===== src/onewire_uart_temp_reader_defines.svh =====
// Assertion macros shared by the reader RTL.
`ifndef ONEWIRE_UART_TEMP_READER_DEFINES_SVH
`define ONEWIRE_UART_TEMP_READER_DEFINES_SVH

// Check that cons holds in the same cycle as ante.
`define OWTR_CHECK(lbl, ante, cons) \
    lbl: assert property (@(posedge i_clk) disable iff (!i_rst_n) (ante) |-> (cons)) \
        else $error("owtr check failed");

// Check that cons holds in the cycle after ante.
`define OWTR_CHECK_NEXT(lbl, ante, cons) \
    lbl: assert property (@(posedge i_clk) disable iff (!i_rst_n) (ante) |=> (cons)) \
        else $error("owtr next-cycle check failed");

`endif


===== src/owtr_pkg.sv =====
package owtr_pkg;

    localparam int SCRATCH_BYTES = 9;
    localparam int WAIT_WIDTH    = 24;
    localparam int CFG_WIDTH     = 24;
    localparam int PADDR_WIDTH   = 3;

    localparam logic [CFG_WIDTH-1:0] CONVERT_WAIT_RESET = 24'd35000;

    localparam logic [1:0] ACT_START   = 2'd0;
    localparam logic [1:0] ACT_RX_BYTE = 2'd1;
    localparam logic [1:0] ACT_TICK    = 2'd2;
    localparam logic [1:0] ACT_TIMEOUT = 2'd3;

    localparam logic [1:0] ST_OK       = 2'd0;
    localparam logic [1:0] ST_NO_REPLY = 2'd1;
    localparam logic [1:0] ST_NO_PRES  = 2'd2;
    localparam logic [1:0] ST_CRC_ERR  = 2'd3;

    localparam logic [7:0] BYTE_RESET   = 8'hE0;
    localparam logic [7:0] BYTE_SLOT_1  = 8'hFF;
    localparam logic [7:0] BYTE_SLOT_0  = 8'hF0;
    localparam logic [7:0] CMD_SKIP_ROM = 8'hCC;
    localparam logic [7:0] CMD_CONVERT  = 8'h44;
    localparam logic [7:0] CMD_READ_SP  = 8'hBE;
    localparam logic [7:0] CRC_POLY     = 8'h8C;
    localparam logic [15:0] RAW_NEG_LIMIT = 16'h07D0;

    localparam logic [6:0] CMD_BITS  = 7'd16;
    localparam logic [6:0] READ_BITS = 7'(SCRATCH_BYTES * 8);
    localparam logic [3:0] CRC_BYTES = 4'(SCRATCH_BYTES - 1);

    typedef enum logic [3:0] {
        PH_IDLE  = 4'd0,
        PH_RST1  = 4'd1,
        PH_CONV  = 4'd2,
        PH_WAIT  = 4'd3,
        PH_RST2  = 4'd4,
        PH_RDCMD = 4'd5,
        PH_READ  = 4'd6
    } t_phase;

    typedef struct packed {
        logic [7:0] temperature;
        logic       negative;
    } t_temp;

    function automatic logic [7:0] cmd_slot(input logic [7:0] second, input logic [6:0] idx);
        logic [7:0] cmd;
        cmd = (idx < 7'd8) ? CMD_SKIP_ROM : second;
        return cmd[idx[2:0]] ? BYTE_SLOT_1 : BYTE_SLOT_0;
    endfunction

    function automatic t_temp convert_temp(input logic [15:0] raw);
        t_temp      res;
        logic [7:0] lo;
        lo = ~raw[11:4];
        if (raw < RAW_NEG_LIMIT) begin
            res.temperature = {1'b0, raw[10:4]};
            res.negative    = 1'b0;
        end else begin
            res.temperature = lo[7] ? (~lo + 8'd1) : lo;
            res.negative    = 1'b1;
        end
        return res;
    endfunction

endpackage


===== src/onewire_uart_temp_reader.sv =====
// One-wire temperature reader that drives the bus through a UART.
// Input channel (i_in_valid / o_in_stall) carries events: start read, UART
// byte received (with i_rx_byte), time tick, receive timeout. Output channel
// (o_out_valid / i_out_stall) carries at most one item per event: either a
// byte to transmit with its baud select, or the final done item with status,
// temperature magnitude and sign.
// Each event is handled by the phase logic and lands in the output register
// at the accepting edge, and a new event is taken every cycle while the
// output register is empty or being drained. When the receiver stalls a
// pending item, the input is stalled until the item is taken; the item
// holds steady meanwhile.
// Register convert_wait_ticks (APB byte address 0, 24 bits) sets the ticks
// waited after the convert command; it resets to 35000.
// Synchronous reset returns the sequencer to idle and empties the output.
module onewire_uart_temp_reader (
    input  logic                              i_clk,
    input  logic                              i_rst_n,
    input  logic                              i_in_valid,
    output logic                              o_in_stall,
    input  logic [1:0]                        i_action,
    input  logic [7:0]                        i_rx_byte,
    output logic                              o_out_valid,
    input  logic                              i_out_stall,
    output logic                              o_tx_valid,
    output logic [7:0]                        o_tx_byte,
    output logic                              o_baud_fast,
    output logic                              o_done_res,
    output logic [1:0]                        o_status,
    output logic [7:0]                        o_temperature,
    output logic                              o_negative,
    input  logic                              psel,
    input  logic                              penable,
    input  logic                              pwrite,
    input  logic [owtr_pkg::PADDR_WIDTH-1:0]  paddr,
    input  logic [31:0]                       pwdata,
    output logic [31:0]                       prdata,
    output logic                              pready
);
    import owtr_pkg::*;

    `include "onewire_uart_temp_reader_defines.svh"

    logic [CFG_WIDTH-1:0]  r_wait_ticks;
    t_phase                r_phase, n_phase;
    logic [6:0]            r_bit_cnt, n_bit_cnt;
    logic [7:0]            r_shift, n_shift;
    logic [7:0]            r_temp_lo, n_temp_lo;
    logic [7:0]            r_temp_hi, n_temp_hi;
    logic [7:0]            r_crc, n_crc;
    logic [WAIT_WIDTH-1:0] r_wait_cnt, n_wait_cnt;

    logic       r_out_valid, n_out_valid;
    logic       r_tx_valid, n_tx_valid;
    logic [7:0] r_tx_byte, n_tx_byte;
    logic       r_baud_fast, n_baud_fast;
    logic       r_done, n_done;
    logic [1:0] r_status, n_status;
    logic [7:0] r_temp, n_temp;
    logic       r_neg, n_neg;

    logic                  in_accept;
    logic                  start_accept;
    logic                  cfg_write;
    logic                  rx_bit;
    logic [6:0]            bit_next;
    logic [7:0]            shift_set;
    logic [7:0]            crc_step;
    logic [WAIT_WIDTH-1:0] wait_inc;
    logic [7:0]            cmd_second;
    t_temp                 temp_conv;

    assign o_in_stall = r_out_valid && i_out_stall;
    assign in_accept  = i_in_valid && !o_in_stall;
    assign start_accept = in_accept && r_phase == PH_IDLE && i_action == ACT_START;
    assign cfg_write  = psel && penable && pwrite && pready;
    assign pready     = 1'b1;
    assign prdata     = (paddr == '0) ? {{(32 - CFG_WIDTH){1'b0}}, r_wait_ticks} : 32'd0;

    assign rx_bit     = (i_rx_byte == BYTE_SLOT_1);
    assign bit_next   = r_bit_cnt + 7'd1;
    assign shift_set  = r_shift | ({7'd0, rx_bit} << r_bit_cnt[2:0]);
    assign crc_step   = {1'b0, r_crc[7:1]} ^ (((r_crc[0] ^ rx_bit)) ? CRC_POLY : 8'd0);
    assign wait_inc   = (r_wait_cnt == '1) ? r_wait_cnt : r_wait_cnt + 1'b1;
    assign cmd_second = (r_phase == PH_CONV) ? CMD_CONVERT : CMD_READ_SP;
    assign temp_conv  = convert_temp({r_temp_hi, r_temp_lo});

    always_comb begin
        n_phase     = r_phase;
        n_bit_cnt   = r_bit_cnt;
        n_shift     = r_shift;
        n_temp_lo   = r_temp_lo;
        n_temp_hi   = r_temp_hi;
        n_crc       = r_crc;
        n_wait_cnt  = r_wait_cnt;
        n_out_valid = 1'b0;
        n_tx_valid  = 1'b0;
        n_tx_byte   = 8'd0;
        n_baud_fast = 1'b0;
        n_done      = 1'b0;
        n_status    = ST_OK;
        n_temp      = 8'd0;
        n_neg       = 1'b0;
        case (r_phase)
            PH_IDLE: begin
                if (i_action == ACT_START) begin
                    n_phase     = PH_RST1;
                    n_out_valid = 1'b1;
                    n_tx_valid  = 1'b1;
                    n_tx_byte   = BYTE_RESET;
                end
            end
            PH_RST1, PH_RST2: begin
                if (i_action == ACT_TIMEOUT) begin
                    n_phase     = PH_IDLE;
                    n_out_valid = 1'b1;
                    n_done      = 1'b1;
                    n_status    = ST_NO_REPLY;
                end else if (i_action == ACT_RX_BYTE) begin
                    n_out_valid = 1'b1;
                    if (i_rx_byte == BYTE_RESET) begin
                        n_phase  = PH_IDLE;
                        n_done   = 1'b1;
                        n_status = ST_NO_PRES;
                    end else begin
                        n_phase     = (r_phase == PH_RST1) ? PH_CONV : PH_RDCMD;
                        n_bit_cnt   = 7'd0;
                        n_tx_valid  = 1'b1;
                        n_tx_byte   = cmd_slot(CMD_SKIP_ROM, 7'd0);
                        n_baud_fast = 1'b1;
                    end
                end
            end
            PH_CONV, PH_RDCMD: begin
                if (i_action == ACT_TIMEOUT) begin
                    n_phase     = PH_IDLE;
                    n_out_valid = 1'b1;
                    n_done      = 1'b1;
                    n_status    = ST_NO_REPLY;
                end else if (i_action == ACT_RX_BYTE) begin
                    if (bit_next < CMD_BITS) begin
                        n_bit_cnt   = bit_next;
                        n_out_valid = 1'b1;
                        n_tx_valid  = 1'b1;
                        n_tx_byte   = cmd_slot(cmd_second, bit_next);
                        n_baud_fast = 1'b1;
                    end else begin
                        n_bit_cnt = 7'd0;
                        if (r_phase == PH_CONV) begin
                            n_phase    = PH_WAIT;
                            n_wait_cnt = '0;
                        end else begin
                            n_phase     = PH_READ;
                            n_shift     = 8'd0;
                            n_crc       = 8'd0;
                            n_out_valid = 1'b1;
                            n_tx_valid  = 1'b1;
                            n_tx_byte   = BYTE_SLOT_1;
                            n_baud_fast = 1'b1;
                        end
                    end
                end
            end
            PH_WAIT: begin
                if (i_action == ACT_TICK) begin
                    n_wait_cnt = wait_inc;
                    if (wait_inc >= WAIT_WIDTH'(r_wait_ticks) || wait_inc == '1) begin
                        n_phase     = PH_RST2;
                        n_out_valid = 1'b1;
                        n_tx_valid  = 1'b1;
                        n_tx_byte   = BYTE_RESET;
                    end
                end
            end
            PH_READ: begin
                if (i_action == ACT_TIMEOUT) begin
                    n_phase     = PH_IDLE;
                    n_out_valid = 1'b1;
                    n_done      = 1'b1;
                    n_status    = ST_NO_REPLY;
                end else if (i_action == ACT_RX_BYTE) begin
                    n_shift   = shift_set;
                    n_bit_cnt = bit_next;
                    if (r_bit_cnt[6:3] < CRC_BYTES) begin
                        n_crc = crc_step;
                    end
                    n_out_valid = 1'b1;
                    n_tx_valid  = 1'b1;
                    n_tx_byte   = BYTE_SLOT_1;
                    n_baud_fast = 1'b1;
                    if (bit_next[2:0] == 3'd0) begin
                        if (r_bit_cnt[6:3] == 4'd0) begin
                            n_temp_lo = shift_set;
                        end else if (r_bit_cnt[6:3] == 4'd1) begin
                            n_temp_hi = shift_set;
                        end
                        if (bit_next >= READ_BITS) begin
                            n_phase     = PH_IDLE;
                            n_tx_valid  = 1'b0;
                            n_tx_byte   = 8'd0;
                            n_baud_fast = 1'b0;
                            n_done      = 1'b1;
                            if (n_crc != shift_set) begin
                                n_status = ST_CRC_ERR;
                            end else begin
                                n_temp = temp_conv.temperature;
                                n_neg  = temp_conv.negative;
                            end
                        end else begin
                            n_shift = 8'd0;
                        end
                    end
                end
            end
            default: begin
                n_phase = PH_IDLE;
            end
        endcase
    end

    always_ff @(posedge i_clk) begin
        if (!i_rst_n) begin
            r_wait_ticks <= CONVERT_WAIT_RESET;
            r_phase      <= PH_IDLE;
            r_bit_cnt    <= 7'd0;
            r_shift      <= 8'd0;
            r_temp_lo    <= 8'd0;
            r_temp_hi    <= 8'd0;
            r_crc        <= 8'd0;
            r_wait_cnt   <= '0;
            r_out_valid  <= 1'b0;
        end else begin
            if (cfg_write && paddr == '0) begin
                r_wait_ticks <= pwdata[CFG_WIDTH-1:0];
            end
            if (in_accept) begin
                r_phase     <= n_phase;
                r_bit_cnt   <= n_bit_cnt;
                r_shift     <= n_shift;
                r_temp_lo   <= n_temp_lo;
                r_temp_hi   <= n_temp_hi;
                r_crc       <= n_crc;
                r_wait_cnt  <= n_wait_cnt;
                r_out_valid <= n_out_valid;
            end else if (r_out_valid && !i_out_stall) begin
                r_out_valid <= 1'b0;
            end
        end
    end

    always_ff @(posedge i_clk) begin
        if (in_accept && n_out_valid) begin
            r_tx_valid  <= n_tx_valid;
            r_tx_byte   <= n_tx_byte;
            r_baud_fast <= n_baud_fast;
            r_done      <= n_done;
            r_status    <= n_status;
            r_temp      <= n_temp;
            r_neg       <= n_neg;
        end
    end

    assign o_out_valid   = r_out_valid;
    assign o_tx_valid    = r_tx_valid;
    assign o_tx_byte     = r_tx_byte;
    assign o_baud_fast   = r_baud_fast;
    assign o_done_res    = r_done;
    assign o_status      = r_status;
    assign o_temperature = r_temp;
    assign o_negative    = r_neg;

    `OWTR_CHECK(a_one_kind, o_out_valid, o_tx_valid != o_done_res)
    `OWTR_CHECK(a_done_idle, o_out_valid && o_done_res, r_phase == PH_IDLE)
    `OWTR_CHECK(a_slow_is_reset, o_out_valid && o_tx_valid && !o_baud_fast, o_tx_byte == BYTE_RESET)
    `OWTR_CHECK_NEXT(a_start_sends, start_accept, o_out_valid && o_tx_valid)

endmodule


===== config.mk =====
export PLATFORM = sky130hd
export DESIGN_NAME = onewire_uart_temp_reader
export DESIGN_NICKNAME = d
export VERILOG_FILES = /design/src/owtr_pkg.sv /design/src/onewire_uart_temp_reader.sv
export VERILOG_INCLUDE_DIRS = /design/src /design/src/src
export SDC_FILE = /design/constraint.sdc
export NUM_CORES = 1
export LEC_CHECK = 0
export ABC_AREA = 1
export BUFFER_PORTS_ARGS = -buffer_cell sky130_fd_sc_hd__buf_2
export CORE_MARGIN = 4
export CORE_UTILIZATION = 57
export CTS_BUF_LIST = sky130_fd_sc_hd__clkbuf_16
export DETAILED_ROUTE_END_ITERATION = 8
export GPL_TIMING_DRIVEN = 0
export PLACE_DENSITY_LB_ADDON = 0.15
export SLEW_MARGIN = 20
export SYNTH_ARGS = -nofsm -noshare
export SYNTH_HDL_FRONTEND = slang
export SYNTH_SLANG_ARGS = --single-unit

===== constraint.sdc =====
create_clock -name i_clk -period 4.2 [get_ports i_clk]
set_input_delay 0.63 -clock i_clk [delete_from_list [all_inputs] [get_ports i_clk]]
set_output_delay 0.63 -clock i_clk [all_outputs]
set_load 0.005 [all_outputs]

==> Word level (Yosys, flattened, before mapping) <==
Cells that the tools add are included.
{ "word_totals": {"in_bits": 52, "regBits": 114, "word_cells": 217, "output_inout_bits": 57} }
{ "classes": {"n_reduce_logical": 30, "eq_ne": 34, "order_cmp": 7, "addsub": 3, "bitwise": 12, "n_mux": 113, "shifts": 1} }
{ "ops": {"columns": ["operator", "count"], "rows": [
  ["$mux W8", 32],
  ["$mux W24", 7],
  ["$mux W7", 9],
  ["$mux W4", 13],
  ["$eq A24 B24 Y1 const B", 2],
  ["$pmux W24 S2", 1],
  ["$pmux W8 S5", 1],
  ["$pmux W8 S2", 2],
  ["$mux W1", 29],
  ["$add A24 B1 Y24 const B", 1],
  ["$ge A24 B24 Y1", 1],
  ["$ne A2 B2 Y1 const B", 12],
  ["$pmux W7 S3", 1],
  ["$pmux W4 S5", 1],
  ["$ne A3 B3 Y1 const B", 6],
  ["$eq A8 B8 Y1 const B", 2],
  ["$lt A16 B11 Y1 const B", 1],
  ["$mux W2", 8],
  ["$not A8 Y8", 2],
  ["$reduce_and A7 Y1", 2],
  ["$eq A4 B3 Y1 const B", 3],
  ["$reduce_and A10 Y1", 1],
  ["$mux W3", 3],
  ["$reduce_and A9 Y1", 1],
  ["other kinds (37)", 59]
]} }

==> Logic depth before layout (Yosys ltp) <==
{ "logic_depth": {"depth_word": 15, "depth_mapped": 23, "ltp_nobuf": 22} }

==> Worst setup path after synthesis <==
OpenSTA, ideal clock, no wires.
{ "synth_path": {"path_kind": "register to register", "start": "register r_wait_cnt[0]", "end": "register r_baud_fast (netlist: o_baud_fast) (enable)", "path_stages_with_launch": 22, "period_less_slack_ps": 2994, "path_buffers": 1, "t_required_ps": 3885, "slack_ps": 1206, "setup_time_ps": 315, "arrival_ps": 2679, "path_cell_list": "dfxtp_1 ha_1 inv_1 nor2_4 nand2_4 nor2_4 nand2_4 buf_6 nand2_1 and2_1 ha_1 a21oi_1 o21a_1 nor2_1 o21ai_0 o211ai_1 nor2_1 nand2_1 nand2_1 nand2_1 nand2_2 inv_1"} }
{ "synth_between": {"elab_chain_cells": 8, "elab_cells_between_ends": 10, "cone_classes": "add/sub: 1; order compare: 1; eq/ne: 2; mux: 4; reduce/logical: 2"} }
{ "synth_lines": {"columns": ["item", "line_no", "text"], "rows": [
  ["from (decl)", "onewire_uart_temp_reader.sv:50", "logic [WAIT_WIDTH-1:0] r_wait_cnt, n_wait_cnt;"],
  ["from (signal assigned)", "onewire_uart_temp_reader.sv:242", "r_wait_cnt <= n_wait_cnt;"],
  ["$add A24 B1 Y24 / $eq A24 B24 Y1 (equally long branches)", "onewire_uart_temp_reader.sv:83", "assign wait_inc = (r_wait_cnt == '1) ? r_wait_cnt : r_wait_cnt + 1'b1;"],
  ["$mux W24 (*)", "onewire_uart_temp_reader.sv:83", null],
  ["$ge A24 B24 Y1 / $eq A24 B24 Y1 (equally long branches)", "onewire_uart_temp_reader.sv:166", "if (wait_inc >= WAIT_WIDTH'(r_wait_ticks) || wait_inc == '1) begin"],
  ["$logic_or A1 B1 Y1 (*)", "onewire_uart_temp_reader.sv:166", null],
  ["$mux W1 (*)", "onewire_uart_temp_reader.sv:166", null],
  ["$mux W1 (*)", "onewire_uart_temp_reader.sv:164", "if (i_action == ACT_TICK) begin"],
  ["$pmux W1 S4 (*)", "onewire_uart_temp_reader.sv:103", "case (r_phase)"],
  ["$logic_and A1 B1 Y1 (*)", "onewire_uart_temp_reader.sv:251", "if (in_accept && n_out_valid) begin"],
  ["to (signal assigned)", "onewire_uart_temp_reader.sv:254", "r_baud_fast <= n_baud_fast;"],
  ["to (decl)", "onewire_uart_temp_reader.sv:55", "logic r_baud_fast, n_baud_fast;"]
]} }
Every way passes the cells marked *; elsewhere a longest branch is shown, timed or not.
A chain may end at the register's enable or synchronous reset.

==> Worst setup path in the final report <==
{ "layout_path": {"start": "register r_wait_cnt[1]", "end": "register r_neg (netlist: o_negative) (enable)"} }
{ "layout_between": {"elab_chain_cells": 8, "elab_cells_between_ends": 10, "cone_classes": "add/sub: 1; order compare: 1; eq/ne: 2; mux: 4; reduce/logical: 2"} }
{ "layout_lines": {"columns": ["item", "line_no", "text"], "rows": [
  ["$add A24 B1 Y24 / $eq A24 B24 Y1 (equally long branches)", "onewire_uart_temp_reader.sv:83", null],
  ["$mux W24 (*)", "onewire_uart_temp_reader.sv:83", null],
  ["$ge A24 B24 Y1 / $eq A24 B24 Y1 (equally long branches)", "onewire_uart_temp_reader.sv:166", null],
  ["$logic_or A1 B1 Y1 (*)", "onewire_uart_temp_reader.sv:166", null],
  ["$mux W1 (*)", "onewire_uart_temp_reader.sv:166", null],
  ["$mux W1 (*)", "onewire_uart_temp_reader.sv:164", null],
  ["$pmux W1 S4 (*)", "onewire_uart_temp_reader.sv:103", null],
  ["$logic_and A1 B1 Y1 (*)", "onewire_uart_temp_reader.sv:251", null],
  ["to (signal assigned)", "onewire_uart_temp_reader.sv:258", "r_neg <= n_neg;"],
  ["to (decl)", "onewire_uart_temp_reader.sv:59", "logic r_neg, n_neg;"]
]} }
Marked as above.

==> impl_metrics.ini <==
[critical_path]
reg2reg_to = o_negative
crit_top_cell = nand2_1
crit_path_max_incr_delay_ps = 420
cp_num_buf_inv = 2
critPathLaunchType = flip-flop
worstPathArrival_ps = 3740
cp.depth = 21
cp-endpoint = o_negative
reg2reg_depth = 21
startpoint = r_wait_cnt[1]
reg2reg_slack_ps = 450
cp_max_fo = 16
crit_family = simple AND/OR/NAND/NOR gates
worstPathCellList = ha_1 > nand3_1 > nor2_2 > nand3_1 > nor2_1 > nand3_1 > nand2_1 > inv_1 > ha_1 > nand2_1 > nor2_1 > nand2_1 > nor2_1 > o21ai_0 > o211ai_1 > nor2_1 > nand2_1 > nand2_1 > nand2_1 > nand2_2 > inv_1
end_kind = flip-flop
slowest_stage = inv_1
critPathKind = reg2reg
timing.rr.start = r_wait_cnt[1]
crit_required_ps = 4190

[timing]
hold_slack_ps = 471.5
finalMaxSlewViolations = 0
fin_ws_ps = 453.7
tns_ps = 0
finalCriticalPeriod_ps = 3746
rsz0062_at_grt = no
slew_headroom_pct = 57.12
worst_clock_skew_ps = 8.746
post-route-period-util_pct = 89.20
tightestPinTransition_ps = 639.8
fmax_mhz = 266.9
final-hold-violation-count = 0
setup_viol = 0

[clock_tree]
cts_tree = built
cts_buffers = 9
cts_hold_buf = 0
clk_pin_slew_worst_paths_ps = 70
clock_sinks = 103
cts_max_path_buffers = 2
htree_levels = 3
cts_resized = 0
cts_root_buf = clkbuf_16
post_cts_buffers = 0
insertion_delay_ps = 360

[synth]
synth_edf_count = 16
syn_area_sq_um = 6495
postSynthAreaPerCell_sq_um = 6.808
synth-async-reset-ratio_pct = 0
synthCells = 954
ys_types = 46
ys.flop_type = dfxtp_1
yosysWarningCount = 0
synth_seq_cells = 103
seq_area_frac_synth_pct = 34.21

[run_status]
outcome = finished, final reports clean

[global_routing]
grt_pass1_wl_um = 28990
grt_max_degree = 17
first_global_vias = 6014
grt_overflow = 0
antenna_found_initial = 0
track_usage_pct = 27.20

[die]
core_area_sq_um = 10980
fp.dieH_um = 114.7
initial_core_util_pct = 59.14
die-width_um = 114.7
fp.dieArea_sq_um = 13170
io_pins = 109
num_rows = 38

[placement]
dpl.hpwl_um = 13260
place_congestion = 0.9257
pre_cts_ws_ps = 521.9
port_buffers = 91

[finish]
multiInputGateArea_sq_um = 3557
area_delta_synth_final_pct = 14.53
diodes = 0
drive_above_1_share_pct = 15.26
fillers = 1005
register_area_sq_um = 2222
final_cell_mix = nand2_1, inv_1, nor2_1
finalNetCount = 1144
final_common_cell = nand2_1

[detailed_routing]
top_layer = met4
drt-total-wl_um = 17290
met2WireLength_um = 7291
postRouteAntennaNets = 0
wl_met3_um = 1590
vias = 6531
wl_per_cell_um = 14.31
routed_via_density = 5.406
wl_met1_um = 8201
drcViolationCount = 0
drt_iter0_drc = 534
first_pass_iters = 5

[flow_run]
maxCapViolCount = 0

[power_and_ir_drop]
leakagePower_nw = 3.448
power_density_nw_per_um2 = 270.3
vdd_drop_max_mv = 0.2884

[hold_path]
min_path_type = reg2reg
## logic make-up after synthesis
group	share of synthesized area (%)
and+or+nand+nor	27.09
AOI/OAI and AO/OA	18.34
DFF	34.21
buffers and inverters	11.42
adders and majority gates	5.587
xor gates and xnor gates	3.236
other	0.1156
## power by group
part	internal, mW	total (mW)	switching [mW]
combinational	0.0629	0.170	0.107
clock	0.434	0.817	0.383
sequential	1.02	1.02	0.00919
total	1.51	2.01	0.499
## per-layer routing
| metal | vias up | global-route usage, % |
|---|---|---|
| li1 | 3319 | - |
| met1 | 2909 | 40.65 |
| met2 | 280 | 40.12 |
| met3 | 23 | 6.526 |
| met4 | 0 | 5.712 |
| met5 | - | 0 |
## state kept, by name, summed over array words and instances (netlist names)
signal and cells:
o_negative 1, r_wait_cnt 24, o_tx_byte 3, o_temperature 8, r_crc 8, o_done_res 1
o_baud_fast 1, r_shift 8, r_bit_cnt 7, r_temp_lo 4, r_wait_ticks 24, o_status 2
r_phase 3, r_temp_hi 8, o_out_valid 1
## final cells by class
type                            instances  area share [%]
Multi-Input combinational cell        684           47.82
Sequential cell                       103           29.87
Inverter                              130           6.560
Timing Repair Buffer                   91           6.123
Buffer                                 44           3.415
Clock buffer                           10           3.364
Tap cell                              140           2.355
Clock inverter                          6          0.4878
## Yosys cell counts, drive strengths merged, types with 4 or more instances
cell type	number	share of area, %
a21oi	99	7.9
nand3	53	4.3
ha	29	5.6
nor3	13	1.3
o21ai	74	5.7
nor2	117	7.3
inv	130	7.5
edfxtp	16	7.4
a211oi	20	2.3
o211ai	4	0.46
clkbuf	20	1.2
dfxtp	87	27
xor2	17	2.3
nand2	208	12
xnor2	7	0.94
nand4	11	1.1
buf	24	2.7
## stage by stage
stage / util [%] / instance area, sq um / instances / power (mW)
2_1_floorplan: - / 6521 / 961 / 1.150
5_1_grt: 67.73 / 7438 / 1208 / 2.088
6_report: 67.73 / 7438 / 1208 / 2.011
3_3_place_gp: 65.12 / 7152 / 1192 / 1.212
3_5_place_dp: 65.12 / 7152 / 1192 / 1.214
4_1_cts: 67.73 / 7438 / 1208 / 2.017
## how the worst min path moves through the flow
stage | start | endpoint | slack (ps) | depth (start not counted)
final | r_shift[7] | r_shift[7] | 470 | 2
after global routing | r_crc[7] | r_crc[7] | 500 | 2
after CTS | r_shift[6] | r_shift[6] | 470 | 2
after detailed placement | r_shift[6] | r_shift[6] | 460 | 2
after global placement | r_crc[7] | r_crc[7] | 450 | 2
after floorplan | r_shift[4] | r_shift[4] | 430 | 2
## worst register-to-register path: stages, from the launching register on
cell      delay (ps)
dfxtp_1          390
ha_1             230
nand3_1          200
nor2_2           280
nand3_1          190
nor2_1           120
nand3_1           70
nand2_1           80
inv_1             60
ha_1             270
nand2_1           60
nor2_1            90
nand2_1          100
nor2_1           110
o21ai_0          100
o211ai_1         110
nor2_1           130
nand2_1          130
nand2_1           80
nand2_1           80
nand2_2           60
inv_1            420
(Power assumes the default switching activity.)
